**config.mk**
```make
export PLATFORM = sky130hd
export DESIGN_NAME = ip_prefix_access_filter_core
export DESIGN_NICKNAME = d
export VERILOG_FILES = /design/src/rtl/core/ipaf_pkg.sv /design/src/rtl/core/ipaf_ram.sv /design/src/rtl/core/ipaf_ctrl.sv /design/src/rtl/core/ipaf_dpath.sv /design/src/rtl/core/ip_prefix_access_filter_core.sv
export VERILOG_INCLUDE_DIRS = /design/src /design/src/rtl/core
export SDC_FILE = /design/constraint.sdc
export NUM_CORES = 2
export LEC_CHECK = 0
export BUFFER_PORTS_ARGS = -buffer_cell sky130_fd_sc_hd__buf_4
export CORE_UTILIZATION = 45
export DETAILED_ROUTE_END_ITERATION = 16
export PLACE_DENSITY_LB_ADDON = 0.3
export SKIP_CTS_REPAIR_TIMING = 1
export SLEW_MARGIN = 20
export SYNTH_ARGS = -nofsm -noshare
export SYNTH_HDL_FRONTEND = slang
export SYNTH_MEMORY_MAX_BITS = 65536
export SYNTH_SLANG_ARGS = --single-unit
```
**constraint.sdc**
```tcl
create_clock -name clock -period 9.3 [get_ports clock]
set_input_delay 0.93 -clock clock [delete_from_list [all_inputs] [get_ports clock]]
set_output_delay 0.93 -clock clock [all_outputs]
set_load 0.02 [all_outputs]
```
**src/rtl/core/ip_prefix_access_filter_core_macros.svh**
```systemverilog
// Assertion helpers used by the access filter controller.
`ifndef IP_PREFIX_ACCESS_FILTER_CORE_MACROS_SVH
`define IP_PREFIX_ACCESS_FILTER_CORE_MACROS_SVH

// Checked property on the rising clock edge, suspended while reset is high.
`define IPAF_ASSERT(name, prop, msg) \
   name: assert property (@(posedge clock) disable iff (reset) prop) \
      else $error(msg);

// Checked property on the rising clock edge, also evaluated during reset.
`define IPAF_ASSERT_ALWAYS(name, prop, msg) \
   name: assert property (@(posedge clock) prop) \
      else $error(msg);

`endif

```
**src/rtl/core/ipaf_pkg.sv**
```systemverilog
package ipaf_pkg;

   // Request mode codes.
   localparam logic MODE_LOAD  = 1'b0;
   localparam logic MODE_CHECK = 1'b1;

   // Verdict reason codes.
   localparam logic [2:0] REASON_BLOCK_RULE = 3'd0;
   localparam logic [2:0] REASON_ALLOW_RULE = 3'd1;
   localparam logic [2:0] REASON_PRIVATE    = 3'd2;
   localparam logic [2:0] REASON_PUBLIC     = 3'd3;
   localparam logic [2:0] REASON_UNLISTED   = 3'd4;

   // Kind of decision the controller hands to the datapath.
   localparam logic [1:0] KIND_BLOCK    = 2'd0;
   localparam logic [1:0] KIND_ALLOW    = 2'd1;
   localparam logic [1:0] KIND_DEFAULT  = 2'd2;
   localparam logic [1:0] KIND_UNLISTED = 2'd3;

   // Prefix handling.
   localparam logic [7:0]   V4_PREFIX_MAX = 8'd32;
   localparam logic [7:0]   V6_PREFIX_MAX = 8'd128;
   localparam logic [31:0]  V4_ONES       = 32'hFFFF_FFFF;
   localparam logic [127:0] V6_ONES       = {128{1'b1}};

   // Private address ranges.
   localparam logic [7:0] OCT_TEN      = 8'd10;
   localparam logic [7:0] OCT_172      = 8'd172;
   localparam logic [3:0] OCT_172_HIGH = 4'h1;  // second octet 16..31
   localparam logic [7:0] OCT_192      = 8'd192;
   localparam logic [7:0] OCT_168      = 8'd168;
   localparam logic [7:0] OCT_LOOP     = 8'd127;
   localparam logic [7:0] ULA_MASK     = 8'hFE;
   localparam logic [7:0] ULA_VALUE    = 8'hFC;

   typedef struct packed {
      logic        mode;
      logic        list_select;
      logic [3:0]  rule_slot;
      logic        rule_enable;
      logic        family_v6;
      logic [63:0] addr_upper;
      logic [63:0] addr_lower;
      logic [7:0]  prefix_bits;
   } req_type;

   typedef struct packed {
      logic       allowed;
      logic [2:0] verdict_reason;
      logic [3:0] matched_slot;
   } rsp_type;

   // One stored rule.
   typedef struct packed {
      logic        is_v6;
      logic [63:0] addr_upper;
      logic [63:0] addr_lower;
      logic [7:0]  prefix;
   } rule_type;

   typedef struct packed {
      logic       load_wr;
      logic       latch_client;
      logic       rd_en;
      logic       capture;
      logic [1:0] kind;
      logic [3:0] slot;
      logic       out_push;
   } cmd_type;

   typedef struct packed {
      logic hit;
      logic any_allow;
      logic out_free;
   } status_type;

endpackage

```
**src/rtl/core/ipaf_ram.sv**
```systemverilog
module ipaf_ram #(
   parameter int WIDTH = 137,
   parameter int DEPTH = 32
) (
   input  logic                     clock,
   input  logic                     wr_en,
   input  logic [$clog2(DEPTH)-1:0] wr_addr,
   input  logic [WIDTH-1:0]         wr_data,
   input  logic                     rd_en,
   input  logic [$clog2(DEPTH)-1:0] rd_addr,
   output logic [WIDTH-1:0]         rd_data
);

   logic [WIDTH-1:0] mem_ff [DEPTH];
   logic [WIDTH-1:0] rd_data_ff;

   always_ff @(posedge clock) begin
      if (wr_en) begin
         mem_ff[wr_addr] <= wr_data;
      end
      if (rd_en) begin
         rd_data_ff <= mem_ff[rd_addr];
      end
   end

   assign rd_data = rd_data_ff;

endmodule

```
**src/rtl/core/ipaf_ctrl.sv**
```systemverilog
`include "ip_prefix_access_filter_core_macros.svh"

module ipaf_ctrl #(
   parameter int RULES_PER_LIST = 16
) (
   input  logic                                clock,
   input  logic                                reset,
   input  logic                                req_valid,
   input  logic                                req_mode,
   output logic                                req_ready,
   input  ipaf_pkg::status_type                st,
   output ipaf_pkg::cmd_type                   cmd,
   output logic [$clog2(2*RULES_PER_LIST)-1:0] rd_addr,
   output logic [$clog2(2*RULES_PER_LIST)-1:0] chk_idx
);

   import ipaf_pkg::*;

   localparam int TOTAL = 2 * RULES_PER_LIST;
   localparam int AW    = $clog2(TOTAL);
   localparam int IW    = AW + 1;

   localparam logic [AW-1:0] FIRST_ALLOW = AW'(RULES_PER_LIST);
   localparam logic [AW-1:0] LAST_BLOCK  = AW'(RULES_PER_LIST - 1);
   localparam logic [AW-1:0] LAST_ALL    = AW'(TOTAL - 1);

   localparam logic [1:0] S_IDLE = 2'd0;
   localparam logic [1:0] S_SCAN = 2'd1;
   localparam logic [1:0] S_WAIT = 2'd2;

   logic [1:0]    state_ff, state_in;
   logic [IW-1:0] iss_ff, iss_in;
   logic          chk_vld_ff, chk_vld_in;
   logic [AW-1:0] chk_idx_ff, chk_idx_in;
   logic          in_block;
   logic [AW-1:0] slot_rel;
   logic [AW+3:0] slot_ext;

   assign in_block = chk_idx_ff < FIRST_ALLOW;
   assign slot_rel = in_block ? chk_idx_ff : chk_idx_ff - FIRST_ALLOW;
   assign slot_ext = {4'b0, slot_rel};

   always_comb begin
      state_in   = state_ff;
      iss_in     = iss_ff;
      chk_vld_in = 1'b0;
      chk_idx_in = chk_idx_ff;
      req_ready  = 1'b0;
      cmd        = '0;
      cmd.slot   = slot_ext[3:0];
      case (state_ff)
         S_IDLE: begin
            req_ready = 1'b1;
            if (req_valid) begin
               if (req_mode == MODE_CHECK) begin
                  cmd.latch_client = 1'b1;
                  iss_in           = '0;
                  state_in         = S_SCAN;
               end else begin
                  cmd.load_wr = 1'b1;
               end
            end
         end
         S_SCAN: begin
            if (iss_ff < IW'(TOTAL)) begin
               cmd.rd_en  = 1'b1;
               iss_in     = iss_ff + 1'b1;
               chk_vld_in = 1'b1;
               chk_idx_in = iss_ff[AW-1:0];
            end
            if (chk_vld_ff) begin
               if (st.hit) begin
                  cmd.capture = 1'b1;
                  cmd.kind    = in_block ? KIND_BLOCK : KIND_ALLOW;
               end else if (chk_idx_ff == LAST_BLOCK && !st.any_allow) begin
                  cmd.capture = 1'b1;
                  cmd.kind    = KIND_DEFAULT;
               end else if (chk_idx_ff == LAST_ALL) begin
                  cmd.capture = 1'b1;
                  cmd.kind    = KIND_UNLISTED;
               end
               if (cmd.capture) begin
                  chk_vld_in = 1'b0;
                  state_in   = S_WAIT;
               end
            end
         end
         S_WAIT: begin
            if (st.out_free) begin
               cmd.out_push = 1'b1;
               state_in     = S_IDLE;
            end
         end
         default: begin
            state_in = S_IDLE;
         end
      endcase
   end

   always_ff @(posedge clock) begin
      if (reset) begin
         state_ff   <= S_IDLE;
         iss_ff     <= '0;
         chk_vld_ff <= 1'b0;
      end else begin
         state_ff   <= state_in;
         iss_ff     <= iss_in;
         chk_vld_ff <= chk_vld_in;
      end
   end

   always_ff @(posedge clock) begin
      chk_idx_ff <= chk_idx_in;
   end

   assign rd_addr = iss_ff[AW-1:0];
   assign chk_idx = chk_idx_ff;

   `IPAF_ASSERT_ALWAYS(a_reset_idle, reset |=> state_ff == S_IDLE, "controller not idle after reset")
   `IPAF_ASSERT(a_capture_needs_read, cmd.capture |-> chk_vld_ff, "decision without rule read")
   `IPAF_ASSERT(a_capture_then_wait, cmd.capture |=> state_ff == S_WAIT, "decision not held")
   `IPAF_ASSERT(a_push_when_free, cmd.out_push |-> st.out_free, "result pushed over full output")

endmodule

```
**src/rtl/core/ipaf_dpath.sv**
```systemverilog
module ipaf_dpath #(
   parameter int RULES_PER_LIST = 16
) (
   input  logic                                clock,
   input  logic                                reset,
   input  ipaf_pkg::cmd_type                   cmd,
   input  ipaf_pkg::req_type                   req_data,
   input  logic [$clog2(2*RULES_PER_LIST)-1:0] rd_addr,
   input  logic [$clog2(2*RULES_PER_LIST)-1:0] chk_idx,
   output ipaf_pkg::status_type                st,
   output logic                                rsp_valid,
   input  logic                                rsp_ready,
   output ipaf_pkg::rsp_type                   rsp_data
);

   import ipaf_pkg::*;

   localparam int TOTAL = 2 * RULES_PER_LIST;
   localparam int AW    = $clog2(TOTAL);
   localparam int CW    = $clog2(RULES_PER_LIST + 1);

   // Request fields with the IPv4 form normalized: upper word zero, low 32 bits only.
   logic [63:0]   in_upper, in_lower;
   logic          slot_ok;
   logic [AW+3:0] wr_addr_full;
   logic [AW-1:0] wr_addr;
   logic          wr_en;
   rule_type      wr_rule;

   logic [TOTAL-1:0] valid_ff, valid_in;
   logic [CW-1:0]    allow_cnt_ff, allow_cnt_in;

   logic        cl_v6_ff;
   logic [63:0] cl_upper_ff, cl_lower_ff;

   rule_type       rd_rule;
   logic [7:0]     p6;
   logic [7:0]     p4;
   logic [127:0]   mask6;
   logic [31:0]    mask4;
   logic [127:0]   diff6;
   logic           match;
   logic           priv;
   logic [7:0]     oct0, oct1;

   rsp_type pend_ff, pend_in;
   rsp_type out_ff;
   logic    out_vld_ff, out_vld_in;

   assign in_upper = req_data.family_v6 ? req_data.addr_upper : 64'd0;
   assign in_lower = req_data.family_v6 ? req_data.addr_lower
                                        : {32'd0, req_data.addr_lower[31:0]};

   // Loads aimed beyond the list are dropped.
   assign slot_ok      = {{(AW + 4 - 4){1'b0}}, req_data.rule_slot}
                         < (AW + 4)'(RULES_PER_LIST);
   assign wr_addr_full = (req_data.list_select ? (AW + 4)'(RULES_PER_LIST) : '0)
                         + {{AW{1'b0}}, req_data.rule_slot};
   assign wr_addr      = wr_addr_full[AW-1:0];
   assign wr_en        = cmd.load_wr && slot_ok;

   assign wr_rule.is_v6      = req_data.family_v6;
   assign wr_rule.addr_upper = in_upper;
   assign wr_rule.addr_lower = in_lower;
   assign wr_rule.prefix     = req_data.prefix_bits;

   always_comb begin
      valid_in     = valid_ff;
      allow_cnt_in = allow_cnt_ff;
      if (wr_en) begin
         valid_in[wr_addr] = req_data.rule_enable;
         if (req_data.list_select) begin
            if (req_data.rule_enable && !valid_ff[wr_addr]) begin
               allow_cnt_in = allow_cnt_ff + 1'b1;
            end else if (!req_data.rule_enable && valid_ff[wr_addr]) begin
               allow_cnt_in = allow_cnt_ff - 1'b1;
            end
         end
      end
   end

   ipaf_ram #(
      .WIDTH($bits(rule_type)),
      .DEPTH(TOTAL)
   ) u_rules (
      .clock  (clock),
      .wr_en  (wr_en),
      .wr_addr(wr_addr),
      .wr_data(wr_rule),
      .rd_en  (cmd.rd_en),
      .rd_addr(rd_addr),
      .rd_data(rd_rule)
   );

   always_ff @(posedge clock) begin
      if (cmd.latch_client) begin
         cl_v6_ff    <= req_data.family_v6;
         cl_upper_ff <= in_upper;
         cl_lower_ff <= in_lower;
      end
   end

   // Prefix match of the rule just read against the client.
   assign p6    = (rd_rule.prefix > V6_PREFIX_MAX) ? V6_PREFIX_MAX : rd_rule.prefix;
   assign p4    = (rd_rule.prefix > V4_PREFIX_MAX) ? V4_PREFIX_MAX : rd_rule.prefix;
   assign mask6 = ~(V6_ONES >> p6);
   assign mask4 = ~(V4_ONES >> p4);
   assign diff6 = {cl_upper_ff ^ rd_rule.addr_upper, cl_lower_ff ^ rd_rule.addr_lower};

   always_comb begin
      if (rd_rule.is_v6 != cl_v6_ff) begin
         match = 1'b0;
      end else if (cl_v6_ff) begin
         match = (diff6 & mask6) == 128'd0;
      end else begin
         match = (diff6[31:0] & mask4) == 32'd0;
      end
   end

   assign oct0 = cl_lower_ff[31:24];
   assign oct1 = cl_lower_ff[23:16];

   always_comb begin
      if (cl_v6_ff) begin
         priv = ((cl_upper_ff[63:56] & ULA_MASK) == ULA_VALUE)
                || (cl_upper_ff == 64'd0 && cl_lower_ff == 64'd1);
      end else begin
         priv = (oct0 == OCT_TEN)
                || (oct0 == OCT_172 && oct1[7:4] == OCT_172_HIGH)
                || (oct0 == OCT_192 && oct1 == OCT_168)
                || (oct0 == OCT_LOOP);
      end
   end

   assign st.hit       = valid_ff[chk_idx] && match;
   assign st.any_allow = allow_cnt_ff != '0;
   assign st.out_free  = !out_vld_ff || rsp_ready;

   always_comb begin
      pend_in = pend_ff;
      if (cmd.capture) begin
         case (cmd.kind)
            KIND_BLOCK: begin
               pend_in = '{allowed: 1'b0, verdict_reason: REASON_BLOCK_RULE,
                           matched_slot: cmd.slot};
            end
            KIND_ALLOW: begin
               pend_in = '{allowed: 1'b1, verdict_reason: REASON_ALLOW_RULE,
                           matched_slot: cmd.slot};
            end
            KIND_DEFAULT: begin
               pend_in = '{allowed: priv,
                           verdict_reason: priv ? REASON_PRIVATE : REASON_PUBLIC,
                           matched_slot: 4'd0};
            end
            default: begin
               pend_in = '{allowed: 1'b0, verdict_reason: REASON_UNLISTED,
                           matched_slot: 4'd0};
            end
         endcase
      end
   end

   assign out_vld_in = cmd.out_push || (out_vld_ff && !rsp_ready);

   always_ff @(posedge clock) begin
      if (reset) begin
         valid_ff     <= '0;
         allow_cnt_ff <= '0;
         out_vld_ff   <= 1'b0;
      end else begin
         valid_ff     <= valid_in;
         allow_cnt_ff <= allow_cnt_in;
         out_vld_ff   <= out_vld_in;
      end
   end

   always_ff @(posedge clock) begin
      pend_ff <= pend_in;
      if (cmd.out_push) begin
         out_ff <= pend_ff;
      end
   end

   assign rsp_valid = out_vld_ff;
   assign rsp_data  = out_ff;

endmodule

```
**src/rtl/core/ip_prefix_access_filter_core.sv**
```systemverilog
// A load request gives no response and leaves the block idle and ready for the next request.
// A check scans the block list, then the allow list, one rule per cycle through the rule
// RAM read port, and stops at the first hit. The next request is accepted only after the
// verdict has moved into the response register, which holds a previous response until
// the consumer takes it.
// Synchronous active-high reset clears all rule valid bits and the response valid flag.
module ip_prefix_access_filter_core #(
   parameter int RULES_PER_LIST = 16
) (
   input  logic              clock,
   input  logic              reset,
   input  logic              req_valid,
   output logic              req_ready,
   input  ipaf_pkg::req_type req_data,
   output logic              rsp_valid,
   input  logic              rsp_ready,
   output ipaf_pkg::rsp_type rsp_data
);

   import ipaf_pkg::*;

   localparam int AW = $clog2(2 * RULES_PER_LIST);

   // The controller sequences the scan; the datapath owns the rule store, the
   // per-entry valid bits, the client address, the matcher and the response register.
   cmd_type       cmd;
   status_type    st;
   logic [AW-1:0] rd_addr;
   logic [AW-1:0] chk_idx;

   // Rule entries are arranged with the block list at indices 0 to RULES_PER_LIST-1
   // and the allow list above it. The RAM read is registered, so the controller keeps
   // one index in flight: while rule k is compared, rule k+1 is being read. A hit, or
   // the end of a list, freezes the decision into a pending register, which moves
   // to the response register once the consumer has room.
   ipaf_ctrl #(
      .RULES_PER_LIST(RULES_PER_LIST)
   ) u_ctrl (
      .clock    (clock),
      .reset    (reset),
      .req_valid(req_valid),
      .req_mode (req_data.mode),
      .req_ready(req_ready),
      .st       (st),
      .cmd      (cmd),
      .rd_addr  (rd_addr),
      .chk_idx  (chk_idx)
   );

   // When no allow rule is valid, the check ends after the block list and the
   // verdict falls back to the private address ranges of the client's family.
   ipaf_dpath #(
      .RULES_PER_LIST(RULES_PER_LIST)
   ) u_dpath (
      .clock    (clock),
      .reset    (reset),
      .cmd      (cmd),
      .req_data (req_data),
      .rd_addr  (rd_addr),
      .chk_idx  (chk_idx),
      .st       (st),
      .rsp_valid(rsp_valid),
      .rsp_ready(rsp_ready),
      .rsp_data (rsp_data)
   );

endmodule
```
Word-level counts from Yosys, hierarchy flattened
Memory sizes are Yosys's and may differ from the RTL's. A register that Yosys moved wholly into a read port is not among the register bits.
Cells that the tools add are included.
{ "totals": {"out_inout_bits": 10, "regBits": 197, "ram_bits": 4384, "word_cells": 142, "input_bits": 148, "memories": 1} }
{ "mem_list": {"columns": ["memory", "words", "width", "read_ports", "rd_ports_with_merged_regs", "write_ports", "line", "text"], "rows": [
  ["u_dpath.u_rules.mem_ff", 32, 137, 1, 1, 1, "ipaf_ram.sv:14", "logic [WIDTH-1:0] mem_ff [DEPTH];"]
]} }
{ "op_classes": {"shift": 2, "addsub": 5, "n_reduce_logical": 33, "magnitude_cmp": 7, "eq_ne": 21, "bitwise": 7, "mux": 50} }
{ "op_table": {"columns": ["op", "n"], "rows": [
  ["AND 128 bit", 1],
  ["zero test 128 bit", 1],
  ["two-way mux 64 bit", 2],
  ["NOT 128 bit", 1],
  [">> shifter 128 x 8 -> 128 bit (first input constant)", 1],
  ["bitwise XOR 64 bit", 2],
  ["equality test 64 x 1 -> 1 bit (second input constant)", 1],
  ["zero test 64 bit", 1],
  ["AND 32 bit", 1],
  ["bitwise mux 32 bit", 1],
  ["zero test 32 bit", 1],
  ["NOT 32 bit", 1],
  [">> shifter 32 x 8 -> 32 bit (first input constant)", 1],
  ["equality test 8 bit (second input constant)", 3],
  ["case mux 8 bit (3 select lines)", 1],
  ["two-way mux 1 bit", 18],
  ["two-way mux 3 bit", 6],
  ["two-way mux 6 bit", 3],
  ["two-way mux 8 bit", 2],
  ["two-way mux 5 bit", 3],
  ["two-way mux 2 bit", 7],
  ["< comparator 5 x 6 -> 1 bit (second input constant)", 2],
  ["case mux 6 bit (2 select lines)", 1],
  ["binary-select mux 1 bit (select 5 bit)", 2],
  ["other kinds (36)", 62]
]} }

Depth between registers and ports, before layout
{ "depth": {"depth_word": 16, "mapped_depth": 14, "mapped_depth_nobuf": 13} }

Modules after synthesis
A second synthesis with hierarchy kept.
{ "hier_totals": {"hier_cells": 8158, "hier_area_um2": 179349.5} }
{ "modules_own_cells": {"columns": ["module", "cells_each", "area_per_inst_um2", "instances", "seq_area_each_um2"], "rows": [
  ["ipaf_ram", 7010, 167668.3, 1, 135760.2],
  ["ipaf_dpath", 1074, 10915.5, 1, 5114.9],
  ["ipaf_ctrl", 74, 765.7, 1, 330.3]
]} }

Worst setup path before layout
OpenSTA, ideal clock, no wires.
{ "synth_timing": {"path_type": "input -> register", "from": "input req_data[143] (netlist name)", "to": "memory u_dpath.u_rules.mem_ff[4][0] (enable)", "path_stages": 5, "path_slack_ps": 662, "path_buffers": 2, "t_required_ps": 8663, "arrival_ps": 8001, "setup_ps": 637, "cell_sequence": "nor4b_1 or3b_2 clkbuf_1 clkbuf_1 nor2_1"} }
{ "synth_between": {"elab_chain_len": 5} }
{ "synth_lines": {"columns": ["item", "line", "text"], "rows": [
  ["start, declared", "ip_prefix_access_filter_core.sv:14", "input ipaf_pkg::req_type req_data,"],
  ["two-way mux 1 bit", "ipaf_ctrl.sv:55", "if (req_mode == MODE_CHECK) begin"],
  ["two-way mux 2 bit", "ipaf_ctrl.sv:54", "if (req_valid) begin"],
  ["two-way mux 2 bit", "ipaf_ctrl.sv:51", "case (state_ff)"],
  ["two-way mux 1 bit", "ipaf_ram.sv:18", "if (wr_en) begin"],
  ["two-way mux 1 bit (implied by the code)", "ipaf_ram.sv:19", "mem_ff[wr_addr] <= wr_data;"],
  ["end, declared", "ipaf_ram.sv:14", null]
]} }
Every way passes these cells.

==> metrics.yaml <==
outcome:
  outcome: "complete, no violations"
placement:
  port_buffers: 157
  dp_slack_ns: 4.71
  gp_congestion: 0.879
  dpl.hpwl_um: 256000
synth:
  synthCells: 7494
  ys_types: 84
  syn_area_per_cell_um2: 24.2
  ys_seq_area_frac: 0.780
  ys.flop_type: "edfxtp_1"
  synthesis.nets: 7648
  synthArstFlopShare: 0
  ys_warn_count: 0
  ys_seq_elements: 4718
  synth_edf_count: 4671
  syn-cell-area_um2: 181000
worst_hold_path:
  hp-class: "in2reg"
  hold_path.startpoint: "rsp_ready"
  whs_path_depth: 3
  whs_endpoint: "u_dpath.rsp_valid$_SDFF_PP0_"
clock_tree:
  cts_tree: "done"
  cts_max_path_buffers: 4
  cts_sinks: 4718
  cts_buffers: 457
  htree_levels: 5
  clkTransAtPathRegs_ns: 0.06
  clk-insertion-delay-late_ns: 1.00
  cts_root_buffer: "clkbuf_16"
critical_path:
  reg2reg_from: "u_dpath.u_rules.rd_data[6]$_DFFE_PP_"
  end_kind: "register"
  crit_arrival_ns: 4.88
  crit_fanout: 13
  critPathLaunchType: "register"
  r2r_end: "u_dpath.pend_ff[2]$_SDFFCE_PP0P_"
  r2r.worst_path.cells: 8
  r2r_slack_ns: 5.08
  critPathKind: "reg2reg"
  required_ns: 9.96
drt:
  drt_iter0_drc: 11700
  wire_per_inst_um: 35.4
  via_per_inst: 6.27
  antenna_left: 0
  wl_um: 480000
  drc_errors: 0
  first_pass_iters: 6
  via_count: 85200
timing:
  fin_crit_ns: 4.22
  worst_slew_pin_slew_ns: 1.34
  maxSlewHeadroom: 0.106
  period_share: 0.454
  maxSlewViolCount: 0
  setup_viol: 0
  final_hold_viol_count: 0
  fin_setup_tns_ns: 0
  rsz0062_at_grt: "no"
  fmax_ghz: 0.237
  worst_slack_ns: 5.08
  finalClockSkew_ns: 0.0462
finish:
  drive_gt1_frac: 0.317
  area_growth_pct: 12.8
  finalNetCount: 8072
grt:
  grt_first_pass_wirelength_um: 674000
  grt_pass1_vias: 86100
  grt-ovfl-total: 0
  grt_use_total: 0.235
  grt_max_degree: 123
  antenna_found_initial: 39
die:
  initial_core_util: 0.453
  die_h_um: 636
  dieWidth_um: 636
  coreArea_um2: 400000
  die-area_um2: 405000
  ios: 158
  rows: 232
power_and_ir_drop:
  cellLeakagePower_nw: 63.4
  peakVddDrop_v: 0.000163
  powerDensity_nw_per_um2: 210
job:
  maxCapViolCount: 0
==> area by class of cell <==
| cell class | instances | area, µm² |
|---|---|---|
| clock buffers | 561 | 12000 |
| inverters | 16 | 60.1 |
| diodes | 8 | 20.0 |
| well taps | 5265 | 6590 |
| clock inverters | 281 | 2460 |
| fillers | 30600 | 196000 |
| flip-flops and latches | 4718 | 141000 |
| repair buffers | 354 | 3330 |
| multi-input cells | 2371 | 38600 |
==> layout by cell type (no fill, tap or decap), types with 50 or more instances in the layout <==
cell type,Yosys,routed
edfxtp_1,4671,4671
mux4_2,1388,1388
clkbuf_16,0,465
buf_4,0,299
mux2_2,137,137
clkinv_1,1,104
clkinv_2,0,100
clkbuf_1,267,96
a21oi_1,80,80
xor2_1,73,73
nand2_1,71,71
o21ai_0,70,70
xnor2_1,62,62
and2_1,102,52
buf_12,0,51
and2_2,0,50
==> Yosys cell counts (all sizes together), types with 4 or more instances <==
| cell type | count | area share |
|---|---|---|
| nand3b | 8 | 0.00033 |
| or3 | 6 | 0.00021 |
| inv | 15 | 0.00031 |
| a2111oi | 4 | 0.00034 |
| nor4 | 44 | 0.0016 |
| nor3 | 19 | 0.00053 |
| mux2 | 137 | 0.0085 |
| o22ai | 10 | 0.00035 |
| a211oi | 8 | 0.00033 |
| o31ai | 6 | 0.00025 |
| buf | 122 | 0.0027 |
| a22o | 4 | 0.00019 |
| o2111ai | 10 | 0.00048 |
| clkbuf | 267 | 0.0055 |
| a31oi | 14 | 0.00048 |
| nand3 | 14 | 0.00039 |
| nand2b | 5 | 0.00017 |
| nand4b | 8 | 0.00039 |
| nor2 | 78 | 0.0016 |
| o211ai | 6 | 0.00025 |
| a22oi | 5 | 0.00021 |
| nand2 | 71 | 0.0015 |
| o21ai | 76 | 0.0021 |
| a221oi | 5 | 0.00024 |
| mux2i | 4 | 0.00022 |
| or4 | 10 | 0.00041 |
| a41oi | 4 | 0.00030 |
| and2 | 102 | 0.0035 |
| or2 | 6 | 0.00021 |
| xnor2 | 62 | 0.0030 |
| and3 | 4 | 0.00014 |
| dfxtp | 47 | 0.0052 |
| xor2 | 73 | 0.0035 |
| a21oi | 81 | 0.0023 |
| nor3b | 4 | 0.00017 |
| or3b | 4 | 0.00019 |
| a311oi | 4 | 0.00019 |
| a21o | 10 | 0.00041 |
| mux4 | 1388 | 0.17 |
| nor2b | 6 | 0.00021 |
| ha | 5 | 0.00035 |
| nand4 | 16 | 0.00055 |
| edfxtp | 4671 | 0.77 |
==> worst max path at each step <==
stage                                                     from  cells past startpoint                                         to
after floorplan                                  req_data[143]                      5     u_dpath.u_rules.mem_ff[4][0]$_DFFE_PP_
after global placement                           req_data[143]                      7  u_dpath.u_rules.mem_ff[16][112]$_DFFE_PP_
after CTS                 u_dpath.u_rules.rd_data[0]$_DFFE_PP_                      7           u_dpath.pend_ff[7]$_SDFFCE_PP0P_
after detailed placement                         req_data[143]                      7  u_dpath.u_rules.mem_ff[16][112]$_DFFE_PP_
final                     u_dpath.u_rules.rd_data[6]$_DFFE_PP_                      8           u_dpath.pend_ff[2]$_SDFFCE_PP0P_
after global routing      u_dpath.u_rules.rd_data[6]$_DFFE_PP_                      8               u_dpath.pend_ff[6]$_DFFE_PP_
==> worst max-delay path: stages (launching register included) <==
cell and delay, ns:
edfxtp_1 0.71, or4_1 0.89, o31ai_1 0.39, o2111ai_1 0.19, a2111oi_0 0.40, nand4_1 0.25
nor4_2 0.30, a41oi_4 0.35, a21oi_4 0.41
==> logic make-up after synthesis <==
group / after synthesis / share of synthesized area
and+or+nand+nor: 414 / 0.0126
adders and majority gates: 6 / 0.000456
AOI/OAI and AO/OA: 287 / 0.0105
muxes: 1529 / 0.181
DFF: 4718 / 0.780
buffers and inverters: 405 / 0.00860
xor gates and xnor gates: 135 / 0.00653
==> routing by layer <==
metal / vias to the layer above / track usage / part of all wire
met5: - / 0 / 0.00012
met4: 8 / 0.0600 / 0.026
met3: 662 / 0.0269 / 0.077
met2: 4232 / 0.390 / 0.50
met1: 47000 / 0.335 / 0.40
li1: 33300 / - / -
==> where the power goes <==
group	switching, mW	internal, mW
registers	0.0741	23.5
logic	0.859	0.416
clock network	7.91	10.1
==> registers in the layout (all words and copies together) (netlist names), 2 cells and up <==
name                     flops
u_dpath.u_rules.mem_ff    4384
u_dpath.u_rules.rd_data    137
u_dpath.cl_lower_ff         64
u_dpath.cl_upper_ff         64
u_dpath.valid_ff            32
u_dpath.pend_ff              8
u_dpath.rsp_data             8
u_ctrl.iss_ff                6
u_ctrl.chk_idx               5
u_dpath.allow_cnt_ff         5
u_ctrl.state_ff              2
==> through the flow <==
step / total power, mW / util / cells / hold WS [ns] / instance area [µm²]
2_1_floorplan: 24.7 / - / 7494 / 0.400 / 181000
3_3_place_gp: 25.3 / 0.474 / 12700 / 0.426 / 190000
3_5_place_dp: 25.3 / 0.474 / 12700 / 0.406 / 190000
4_1_cts: 43.1 / 0.510 / 13600 / 0.194 / 204000
5_1_grt: 43.9 / 0.511 / 13600 / 0.287 / 204000
6_report: 42.8 / 0.511 / 13600 / 0.256 / 204000
(Power assumes the default switching activity.)
